## src/design/mdu_pkg.sv

```systemverilog
// shared types and codes for the rv32m multiply/divide pipeline
package mdu_pkg;

  localparam int unsigned XLEN = 32;
  localparam int unsigned DIV_STEPS = XLEN;
  localparam logic [6:0] FUNCT7_MULDIV = 7'd1;

  typedef enum logic [2:0] {
    OP_MUL    = 3'd0,
    OP_MULH   = 3'd1,
    OP_MULHSU = 3'd2,
    OP_MULHU  = 3'd3,
    OP_DIV    = 3'd4,
    OP_DIVU   = 3'd5,
    OP_REM    = 3'd6,
    OP_REMU   = 3'd7
  } op_e;

  typedef struct packed {
    logic      valid;
    logic      illegal;
    op_e       op;
    logic      neg_res;
    logic      div_zero;
  } ctl_t;

  typedef struct packed {
    ctl_t              ctl;
    logic [2*XLEN-1:0] prod;
    logic [XLEN-1:0]   rem;
    logic [XLEN-1:0]   quo;
    logic [XLEN-1:0]   dvs;
  } pipe_t;

endpackage

```

## src/design/mdu_div_step.sv

```systemverilog
// one registered restoring division step, one quotient bit
module mdu_div_step (
  input  logic           clk_i,
  input  logic           rst_ni,
  input  mdu_pkg::pipe_t pipe_i,
  output mdu_pkg::pipe_t pipe_o
);
  import mdu_pkg::*;

  logic [XLEN:0] trial;
  logic [XLEN:0] diff;
  logic          fits;
  pipe_t         pipe_d;
  pipe_t         pipe_q;

  always_comb begin
    trial  = {pipe_i.rem, pipe_i.quo[XLEN-1]};
    diff   = trial - {1'b0, pipe_i.dvs};
    fits   = ~diff[XLEN];
    pipe_d = pipe_i;
    pipe_d.rem = fits ? diff[XLEN-1:0] : trial[XLEN-1:0];
    pipe_d.quo = {pipe_i.quo[XLEN-2:0], fits};
  end

  always_ff @(posedge clk_i or negedge rst_ni) begin
    if (!rst_ni) begin
      pipe_q <= '0;
    end else begin
      pipe_q <= pipe_d;
    end
  end

  assign pipe_o = pipe_q;

endmodule

```

## config.mk

```make
export PLATFORM = sky130hd
export DESIGN_NAME = mdu_div_step
export DESIGN_NICKNAME = d
export VERILOG_FILES = /design/src/design/mdu_pkg.sv /design/src/design/mdu_div_step.sv
export SDC_FILE = /design/constraint.sdc
export NUM_CORES = 1
export LEC_CHECK = 0
export ABC_AREA = 1
export BUFFER_PORTS_ARGS = -buffer_cell sky130_fd_sc_hd__buf_2
export CAP_MARGIN = 10
export CORE_AREA = 2 2 130 132
export CTS_BUF_LIST = sky130_fd_sc_hd__clkbuf_4
export DETAILED_ROUTE_END_ITERATION = 10
export DIE_AREA = 0 0 132 134
export HOLD_SLACK_MARGIN = 0.06
export PLACE_DENSITY = 0.78
export RECOVER_POWER = 25
export SLEW_MARGIN = 40
export SYNTH_ARGS = -nofsm -noshare
export SYNTH_HDL_FRONTEND = slang
export SYNTH_SLANG_ARGS = --single-unit
export TNS_END_PERCENT = 5
```

## constraint.sdc

```tcl
create_clock -name clk_i -period 0.8 [get_ports clk_i]
set_input_delay 0.04 -clock clk_i [delete_from_list [all_inputs] [get_ports clk_i]]
set_output_delay 0.04 -clock clk_i [all_outputs]
set_load 0.02 [all_outputs]
```

* Yosys cells after proc, flatten, opt, wreduce, memory -nomap -nowiden
Index checks and enable logic that the tools add are counted.
Word-level totals: output and inout port bits 167, flip-flop bits (word level) 167
Operators by class: bitwise logic cells 1, multiplexer cells 1, $add $sub $neg 1
Operator list (count):
- 33-bit by 32-bit subtractor with 33-bit output | 1
- 32-bit 2-to-1 mux | 1
- 1-bit inverter | 1

* Logic depth before layout (Yosys ltp)
depth in word-level cells 2, gate-level depth with buffers 17, gate-level depth less buffers 16

* Worst setup path after synthesis
Ideal clock, no wire load.
kind input port to flip-flop, start in pipe_i[63] (netlist name), end reg pipe_q (netlist bit pipe_o[81]), cell stages on the path 16, arrival time 1.623 ns, path buffers 1, path slack -0.939 ns, setup time 0.116 ns, path through inv_1 -> ha_1 -> fa_1 -> inv_1 -> nand2_1 -> nand2_1 -> nand3_1 -> nand2_2 -> nand2_1 -> nand2_2 -> nand2_2 -> nand3_1 -> nand2_4 -> buf_4 -> nand2_1 -> nand2_1
RTL lines:
- start: declaration | RTL line mdu_div_step.sv:5 | input mdu_pkg::pipe_t pipe_i,
- end signal: assignment | RTL line mdu_div_step.sv:29 | pipe_q <= pipe_d;
- end: declaration | RTL line mdu_div_step.sv:14 | pipe_t pipe_q;

==> metrics list <==
* Vias in the first global route: 8761
* Placed wire-length estimate after detailed placement: 20.7 mm
* Period utilisation layout: 191%
* Initial core utilization: between 40% and 50%
- The H-tree was split into 4 levels.
- The number of endpoints with negative hold slack in the final report was 19.
- Combinational cells account for around 35% of the total power.
* Status: finished with violations
* Clock tree from TritonCTS: yes
- Among the stages of the critical path, the cell type that occurs most often is nand2_1.
* Synthesized area per cell: around 8.6 um2
* Flip-flop count of the largest register, all copies and words added: ~170
* Worst-path fanout max: 7
* Pin count of the biggest net entering global routing: 36
* Number of antenna violations at the first check in global routing: 6
- Remaining antenna violation count after routing: 0
- Share of flip-flops with an asynchronous set or reset: between 90% and 100%
* Final critical delay including setup and external delays: between 1.5 and 2 ns
- CTS buffer count: 17
- Data required, critical path: about 1.3 ns
* Flops & latches, synth: roughly 170
- During I/O placement, the number of pins put on the boundary was 336.
- The tool flagged a number of max-cap violations equal to 0.
- Sequence of cells on the critical path: buf_2 -> inv_1 -> ha_4 -> nand2_1 -> nand2_1 -> inv_1 -> nand2_1 -> a21oi_2 -> nand2_4 -> nand2_8 -> nand2_8 -> nand2_4 -> nand2_8 -> buf_12 -> buf_16 -> nand2_2 -> nand2_1
- The tightest hold path in the finished design has a slack of -0.466 ns.
- The floorplan step defined a die boundary enclosing between 15000 and 20000 um2.
- Post-synthesis instance area: 7340 um2
* Clock sink count: between 150 and 200
- Global routing used ~36% of the available tracks.
- Synthesis instantiated 25 different standard cells from the library.
- The number of nets in the synthesized netlist is between 1000 and 1500.
- After detailed routing, the number of remaining DRC violations is 0.
- The checks that failed: negative hold slack, negative setup slack.
- STA classifies the critical path endpoint as a register.
- The design draws ~0.022 W.
- Cells after DPL: about 1500
- Highest clock rate: 655 MHz
- Among all stages on the critical path, the largest delay is contributed by ha_4.
- Sequential elements use 56.9% of the synthesized area.
- Headroom to the max-slew limit came out at about two fifths.
- Setup repair after global routing could not meet its margin everywhere.
* Proportion of total power due to net switching: about 36%
* Proportion of layout cells with a drive suffix above 1: a little under 40%
- Leakage dissipation: 7.36 nW
- Detailed-route wire length: around 36 mm
- Chip Width: between 100 and 150 um
- Yosys mapped a number of flops with a built-in enable equal to 0.
- Switching component of the power: approximately 0.0082 W
- Post-synthesis instance total: between 800 and 900
- For the worst setup path, the data arrival time is ~2 ns.
- On the worst path, the slowest cell contributes a delay of 0.25 ns.
* Worst min-delay path category: in2reg
* First DRT Iteration DRCs: about 730
- Internal power summed over all cells: between 0.01 and 0.015 W
* Worst supply voltage drop on vdd: roughly 1.2 mV
* DR vias: around 9000
* Sequential share of power: roughly two fifths
- During synthesis, Yosys emitted a total of 0 warnings.
- Final setup margin: -0.728 ns
- Number of cell rows: 47
- Clock power share: a little under a quarter
- Wire length of the first global-routing pass: between 40 and 50 mm
- Leading register cell type out of synthesis: dfrtp_1
* Clock transition at the registers of the reported paths: 0.16 ns
- P per Cell Area: about 1700 nW/um2
- Actual slew at the worst max-slew pin: between 0.8 and 0.9 ns
- Input and output buffers added on the ports amount to between 300 and 400.
- Area inside the core boundary: between 15000 and 20000 um2
* Overall die height: ~130 um
- Vias per Instance: slightly above 5
* Final Non-Filler Cells: roughly 1800
- Pre-Repair DR Iteration Count: 8
- Root Driver: clkbuf_4
- By startpoint and endpoint, the worst setup path is classified as in2reg.
- Prior to clock tree synthesis, the placed netlist has a worst setup slack of -1.13 ns.
- The total count of max-transition violations in the final report was 0.
- STA classifies the critical path startpoint as an input pin.
- In this run the deepest clock path goes through 2 buffers.
- Remaining Overflow, GRT: 0
- Final core occ: 82.1%
- Setup violations remaining at the end of the flow were counted as 200.
- Area added between synthesis and finish: 82.1%
* Detail-routed net length per standard cell: 20.6 um
- Post-layout net count: between 1500 and 2000
* Final GP Congestion: 0.905
==> critical path, delay by kind of cell <==
kind	cells	cell delay, ns
AOI/OAI and AO/OA	1	0.17
and+or+nand+nor	10	0.91
adders and majority gates	1	0.25
buffers and inverters	5	0.65
==> final timing paths <==
path                       cells past startpoint  slack (ns)        from          to
setup / recovery                              17       -0.73  pipe_i[15]  pipe_o[82]
hold / removal                                 1       -0.47   pipe_i[0]   pipe_o[0]
min in group asynchronous                      2        0.07      rst_ni  pipe_o[92]
max in group asynchronous                      3        0.01      rst_ni  pipe_o[74]
==> timing repair <==
item,in CTS,in global routing
pin swaps,11,33
endpoints found under the setup margin,200,200
hold buffers,149,18
hold endpoints to repair,333,61
gates resized for setup,128,81
setup buffers,4,2
gates cloned,3,1
==> synth_stat cells (6+ instances only) <==
master | instances | share of area (%)
nor3_1 | 6 | 0.41
xor2_1 | 14 | 1.7
nand3_1 | 31 | 2.1
nor2_1 | 38 | 1.9
o21bai_1 | 7 | 0.72
dfrtp_1 | 167 | 57
ha_1 | 32 | 5.5
nand4_1 | 8 | 0.68
a21oi_1 | 23 | 1.6
nand2_2 | 8 | 0.68
inv_1 | 157 | 8.0
nand2_1 | 335 | 17
==> power by group through the flow <==
stage | sequential (W) | clock, W | combinational [W]
after floorplan | 0.0103 | 0 | 0.00196
after global placement | 0.00943 | 0 | 0.00565
after detailed placement | 0.00943 | 0 | 0.00576
after CTS | 0.00931 | 0.00512 | 0.00694
after global routing | 0.00945 | 0.00566 | 0.00816
final | 0.00941 | 0.00530 | 0.00775
==> final cells by class <==
type                       count  area [um2]
timing repair buffer         649        5020
sequential                   167        4180
multi-input combinational    518        2980
fill                         899        2920
inverter                     159         599
tap                          220         275
clock inverter                14         164
clock buffer                  17         128
antenna                        6        15.0
==> placed cells by master (no fill, tap or decap), types with 10 or more instances in the layout <==
| master | count |
|---|---|
| a21oi_1 | 20 |
| buf_12 | 10 |
| buf_2 | 269 |
| buf_4 | 132 |
| buf_6 | 59 |
| clkbuf_4 | 17 |
| dfrtp_1 | 165 |
| dlygate4sd3_1 | 167 |
| ha_1 | 12 |
| ha_4 | 20 |
| inv_1 | 151 |
| nand2_1 | 298 |
| nand2_2 | 40 |
| nand3_1 | 27 |
| nor2_1 | 35 |
| xor2_1 | 13 |
==> layer usage <==
metal / up-vias / share of wire (%) / GRT usage (%)
li1: 3869 / - / -
met1: 4259 / 35 / 42.7
met2: 636 / 48 / 62.6
met3: 204 / 9.0 / 9.49
met4: 2 / 7.5 / 18.0
met5: - / 0.022 / 0
==> stage by stage <==
stage	TNS, ns	cell area (um2)
6_report	-87.87	13400
5_1_grt	-96.78	13400
4_1_cts	-77.80	12800
3_5_place_dp	-36.27	10400
3_3_place_gp	-34.46	10400
2_1_floorplan	-27.84	7370
==> cells by family after synthesis <==
| family | Yosys count | share of synthesized area [%] |
|---|---|---|
| fa+ha+maj | 33 | 5.73 |
| buf+inv | 165 | 8.90 |
| simple gates | 438 | 24.1 |
| compound gates | 32 | 2.52 |
| xor+xnor | 15 | 1.79 |
| flops | 167 | 56.9 |
Note: power is estimated with default switching activity, not from simulation.
