`src/design/mdu_pkg.sv`:
```
// shared types and codes for the rv32m multiply/divide pipeline
package mdu_pkg;

  localparam int unsigned XLEN = 32;
  localparam int unsigned DIV_STEPS = XLEN;
  localparam logic [6:0] FUNCT7_MULDIV = 7'd1;

  typedef enum logic [2:0] {
    OP_MUL    = 3'd0,
    OP_MULH   = 3'd1,
    OP_MULHSU = 3'd2,
    OP_MULHU  = 3'd3,
    OP_DIV    = 3'd4,
    OP_DIVU   = 3'd5,
    OP_REM    = 3'd6,
    OP_REMU   = 3'd7
  } op_e;

  typedef struct packed {
    logic      valid;
    logic      illegal;
    op_e       op;
    logic      neg_res;
    logic      div_zero;
  } ctl_t;

  typedef struct packed {
    ctl_t              ctl;
    logic [2*XLEN-1:0] prod;
    logic [XLEN-1:0]   rem;
    logic [XLEN-1:0]   quo;
    logic [XLEN-1:0]   dvs;
  } pipe_t;

endpackage

```
`src/design/mdu_decode.sv`:
```
// first stage: operation decode, operand magnitudes and sign of the result
module mdu_decode (
  input  logic                     clk_i,
  input  logic                     rst_ni,
  input  logic                     req_i,
  input  logic [2:0]               req_type_i,
  input  logic [6:0]               funct_seven_i,
  input  logic [mdu_pkg::XLEN-1:0] operand_a_i,
  input  logic [mdu_pkg::XLEN-1:0] operand_b_i,
  output mdu_pkg::ctl_t            ctl_o,
  output logic [mdu_pkg::XLEN-1:0] mag_a_o,
  output logic [mdu_pkg::XLEN-1:0] mag_b_o
);
  import mdu_pkg::*;

  op_e             op;
  logic            sgn_a;
  logic            sgn_b;
  logic            neg_a;
  logic            neg_b;
  ctl_t            ctl_d;
  ctl_t            ctl_q;
  logic [XLEN-1:0] mag_a_d;
  logic [XLEN-1:0] mag_b_d;
  logic [XLEN-1:0] mag_a_q;
  logic [XLEN-1:0] mag_b_q;

  always_comb begin
    op = op_e'(req_type_i);
    sgn_a = 1'b0;
    sgn_b = 1'b0;
    case (op)
      OP_MULH, OP_DIV, OP_REM: begin
        sgn_a = 1'b1;
        sgn_b = 1'b1;
      end
      OP_MULHSU: begin
        sgn_a = 1'b1;
      end
      default: begin
        sgn_a = 1'b0;
      end
    endcase
    neg_a = sgn_a & operand_a_i[XLEN-1];
    neg_b = sgn_b & operand_b_i[XLEN-1];
    mag_a_d = neg_a ? (XLEN'(0) - operand_a_i) : operand_a_i;
    mag_b_d = neg_b ? (XLEN'(0) - operand_b_i) : operand_b_i;
    ctl_d.valid    = req_i;
    ctl_d.illegal  = (funct_seven_i != FUNCT7_MULDIV);
    ctl_d.op       = op;
    ctl_d.neg_res  = (op == OP_REM) ? neg_a : (neg_a ^ neg_b);
    ctl_d.div_zero = (operand_b_i == '0);
  end

  always_ff @(posedge clk_i or negedge rst_ni) begin
    if (!rst_ni) begin
      ctl_q <= '0;
    end else begin
      ctl_q <= ctl_d;
    end
  end

  always_ff @(posedge clk_i) begin
    mag_a_q <= mag_a_d;
    mag_b_q <= mag_b_d;
  end

  assign ctl_o   = ctl_q;
  assign mag_a_o = mag_a_q;
  assign mag_b_o = mag_b_q;

endmodule

```
`config.mk`:
```
export PLATFORM = sky130hd
export DESIGN_NAME = mdu_decode
export DESIGN_NICKNAME = d
export VERILOG_FILES = /design/src/design/mdu_pkg.sv /design/src/design/mdu_decode.sv
export SDC_FILE = /design/constraint.sdc
export NUM_CORES = 1
export LEC_CHECK = 0
export ABC_AREA = 1
export BUFFER_PORTS_ARGS = -buffer_cell sky130_fd_sc_hd__buf_2
export CAP_MARGIN = 25
export CELL_PAD_IN_SITES_DETAIL_PLACEMENT = 1
export CELL_PAD_IN_SITES_GLOBAL_PLACEMENT = 1
export CORE_UTILIZATION = 36
export DETAILED_ROUTE_END_ITERATION = 8
export PLACE_DENSITY = 0.85
export SYNTH_ARGS = -nofsm -noshare
export SYNTH_HDL_FRONTEND = slang
export SYNTH_SLANG_ARGS = --single-unit
```
`constraint.sdc`:
```
create_clock -name clk_i -period 0.8 [get_ports clk_i]
set_input_delay 0.12 -clock clk_i [delete_from_list [all_inputs] [get_ports clk_i]]
set_output_delay 0.12 -clock clk_i [all_outputs]
set_load 0.01 [all_outputs]
```
==> impl_results.md, run 1 <==
- Status: did not finish
- Last stage reached: global routing (5_1_grt)
- Error: [ERROR GRT-0232] Routing congestion too high. Check the congestion heatmap in the GUI.
- Site Rows: 37
- Area leader, netlist: dfxtp_1
- Avg Cell Area, Syn: 6.34 µm²
- Post-synth cell types: 24
- Post-synthesis register bit count: 71
- H-tree Lvls: 3
- Syn Nets: 693
- Grt repair worst endpoint: ctl_o[1]
- Most frequent cells after synthesis: nand2_1, nor2_1, inv_1
- Post-synthesis async set-or-reset flop share: 9.86%
- Post-synthesis sequential area ratio: 37.4%
- Total gr overflow: 266
- Number of synthesized flops with an enable pin: 0
- CTS root buffer: clkbuf_8
- Yosys top cell area share: 32.9%
- Total CTS buffers: 9
- Clock Path Buffers: 2
- Largest net degree at the start of global routing: 32
- Dpl cells: 989
- Kind of the worst endpoint: primary output
- DP Wirelength: 11.9 mm
- DP Worst Slack: -0.596 ns
- Post-Syn Area: 3890 µm²
- Count leader, synth: nand2_1
- Placer Congestion: 0.890
- Top FF cell, synth: dfxtp_1
- GRT Util Overall: 81.0%
- Top-Level Pins: 148
- Cells after synthesis: 614
- Die width: 106 µm
- Port-buffer cells: 147
- CTS Sinks: 71
- Dominant cells by area after synthesis: dfxtp_1, nand2_1, nor2_1, inv_1, dfrtp_1
- Syn. warnings: 0
- Initial Util: 37.3%
- Die Height: 106 µm
[metrics by stage]
| stage | util (%) | area, µm² |
|---|---|---|
| floorplan | - | 4170 |
| global placement | 55.3 | 5760 |
| detailed placement | 55.3 | 5760 |
| CTS | 62.8 | 6540 |
[per-layer routing]
layer  overflow  GRT usage [%]
met3          1           61.3
met1          2           76.9
met5          0           8.57
met4         84           91.4
met2        179            103
[what timing repair did]
action | 4_1_cts
endpoints found under the hold margin | 21
setup buffers | 6
pin swaps | 30
resized for setup | 113
endpoints found under the setup margin | 133
hold buffers | 14
cloned | 1
[cells by family after synthesis]
logic type      after synthesis  share of synthesized area [%]
buf+inv                      99                           11.2
compound gates               32                           4.12
simple gates                395                           43.2
fa+ha+maj                     2                          0.643
flops                        71                           37.4
xor+xnor                     15                           3.38
==> inputs of run 2 (changes only) <==
- CELL_PAD_IN_SITES_DETAIL_PLACEMENT: 1 -> not set
- CELL_PAD_IN_SITES_GLOBAL_PLACEMENT: 1 -> not set
- CORE_UTILIZATION: 36 -> 40
- PLACE_DENSITY: 0.85 -> not set
- PLACE_DENSITY_LB_ADDON: not set -> 0.15
==> run 2 against run 1 <==
The flow now finishes, with violations (negative hold slack, negative setup slack). Area after synthesis stayed put. Synthesized cell count stayed put.
==> impl_results.md, run 2 <==
- DP Worst Slack: -0.517 ns (was -0.596 ns)
- Initial Util: 41.7% (was 37.3%)
- Area of the core: 9330 µm²
- GRT Util Overall: 24.8%
- Vias after detailed routing: 4856
- Most frequent cells in the layout: nand2_1, buf_4, buf_2
- Syn. warnings: 0 (unchanged)
- Area Overhead vs Synth: 83.9%
- Vias in the first global route: 4413
- Area leader, netlist: dfxtp_1 (unchanged)
- Global-route wire length before repair: 19.6 mm
- Critical path's top delay family: flip-flops
- Top-Level Pins: 148 (unchanged)
- Die Height: 101 µm (was 106 µm)
- Total Power: 10.1 mW
- CP startpoint kind: flop
- Hold Path Class: in2reg
- CP Max Fanout: 1
- Setup violations, final: 78
- Largest net degree at the start of global routing: 30
- Hold Slack: -0.0331 ns
- Final-report hold violation count: 1
- Die width: 101 µm (was 106 µm)
- Detailed Routing Iterations Pass 1: 4
- Post-synth cell types: 24 (unchanged)
- RSZ-0062 raised after global routing: true
- Most frequent cells after synthesis: nand2_1, nor2_1, inv_1 (unchanged)
- WL final: 13.7 mm
- CP cell instances: buf_6
- H-tree Lvls: 3 (unchanged)
- Worst path max stage delay: 0.40 ns
- Total gr overflow: 0
- Count leader, synth: nand2_1 (unchanged)
- Clock slew at reported path FFs: 0.08 ns
- PnR worst setup slack: -0.197 ns
- Post-synthesis async set-or-reset flop share: 9.86% (unchanged)
- Fin util: 76.7%
- Clock Path Buffers: 2 (unchanged)
- CTS root buffer: clkbuf_8 (unchanged)
- Starting DRT DRC Count: 141
- WS Path Type: reg2out
- Worst-margin pin slew: 0.240 ns
- Critical Path Sink Type: primary output
- Max-cap violations: 0
- Relative slew slack: 83.8%
- Final Critical Period: 0.997 ns
- Pwr per Cell Area: 1410 nW/µm²
- Fin nets: 973
- Cells after synthesis: 614 (unchanged)
- P_leak: 3.72 nW
- Status: finished, violations left (was did not finish)
- DP Wirelength: 9.45 mm (was 11.9 mm)
- Post-synthesis register bit count: 71 (unchanged)
- Tcrit/Tclk final: 125%
- Critical path buffer and inverter count: 1
- Most common library cell in the layout ignoring fill and taps: nand2_1
- Placer Congestion: 0.912 (was 0.890)
- WP data arrival: 0.88 ns
- DRC violations left: 0
- Max Clk Rate: 1.00 GHz
- Max Transition Viols Final: 0
- Critical path required time: 0.68 ns
- Initial antenna violation count: 0
- Slowest cell on crit path: dfrtp_1
- Syn Nets: 693 (unchanged)
- CTS tree: built
- Port-buffer cells: 147 (unchanged)
- Die ar.: 10100 µm²
- Yosys top cell area share: 32.9% (unchanged)
- Post-synthesis sequential area ratio: 37.4% (unchanged)
- Setup TNS: -7.91 ns
- Failing checks: negative hold slack, negative setup slack
- DRT antenna net count: 0
- Avg Cell Area, Syn: 6.34 µm² (unchanged)
- Via density: 4.72
- Antenna Cells: 0
- CTS Sinks: 71 (unchanged)
- Peak supply drop: 0.00108 V
- Post-Syn Area: 3890 µm² (unchanged)
- Top FF cell, synth: dfxtp_1 (unchanged)
- Dominant cells by area after synthesis: dfxtp_1, nand2_1, nor2_1, inv_1, dfrtp_1 (unchanged)
- Number of synthesized flops with an enable pin: 0 (unchanged)
- Site Rows: 35 (was 37)
- Total CTS buffers: 9 (unchanged)
- Share of cells above drive strength 1: 56.3%
- Drt wl/cell: 13.3 µm
## run 2: cell counts after synthesis
No cell type changed its count.
## run 2: final cells by class
| cell class | count | area, µm² |
|---|---|---|
| Sequential cell | 71 | 1490 |
| Timing Repair inverter | 3 | 26.3 |
| Tap cell | 129 | 161 |
| Clock inverter | 7 | 103 |
| Inverter | 91 | 435 |
| Clock buffer | 9 | 124 |
| Fill cell | 671 | 2170 |
| Multi-Input combinational cell | 444 | 2740 |
| Timing Repair Buffer | 274 | 2080 |
## run 2: path summary, 6_finish.rpt
path / startpoint / to / slack, ns / cells after the start
max: ctl_o[4] / ctl_o[4] / -0.20 / 1
min: funct_seven_i[6] / ctl_o[5] / -0.03 / 3
max in group asynchronous: rst_ni / ctl_o[1] / 0.51 / 2
min in group asynchronous: rst_ni / ctl_o[4] / 0.13 / 2
## run 2: kinds of logic (layout without fill, tap and decap cells)
logic type / count (synthesis) / in the layout / synth area share, %
flops: 71 / 71 / 37.4
xor+xnor: 15 / 15 / 3.38
buf+inv: 99 / 384 / 11.2
fa+ha+maj: 2 / 2 / 0.643
simple gates: 395 / 395 / 43.2
compound gates: 32 / 32 / 4.12
## run 2: power breakdown
group / internal [mW] / switching [mW]
clock: 1.80 / 1.56
sequential: 3.90 / 0.113
combinational: 1.33 / 1.37
total: 7.02 / 3.04
## run 2: repair_timing
action,4_1_cts,5_1_grt
hold buffers,18,3
setup endpoints to repair,125,132
pin swaps,5,74
resized for setup,43,239
setup buffers,0,13
gates cloned,0,4
endpoints found under the hold margin,25,4
## run 2: metrics by stage
stage | std cells | hold slack (ns) | area, µm²
6_report | 1028 | -0.0331 | 7160
5_1_grt | 1028 | -0.0465 | 7160
4_1_cts | 1008 | -0.0368 | 6230
3_5_place_dp | 974 | -0.0416 | 5680
3_3_place_gp | 974 | -0.0450 | 5680
2_1_floorplan | 614 | -0.176 | 4170
## run 2: per-layer routing
| layer | wire (µm) | vias to the layer above | GRT usage, % |
|---|---|---|---|
| met2 | 7310 | 164 | 46.1 |
| met5 | 0 | - | 0 |
| li1 | - | 2431 | - |
| met4 | 376 | 0 | 8.81 |
| met1 | 5210 | 2230 | 28.3 |
| met3 | 753 | 31 | 4.51 |
(Power assumes the default switching activity.)
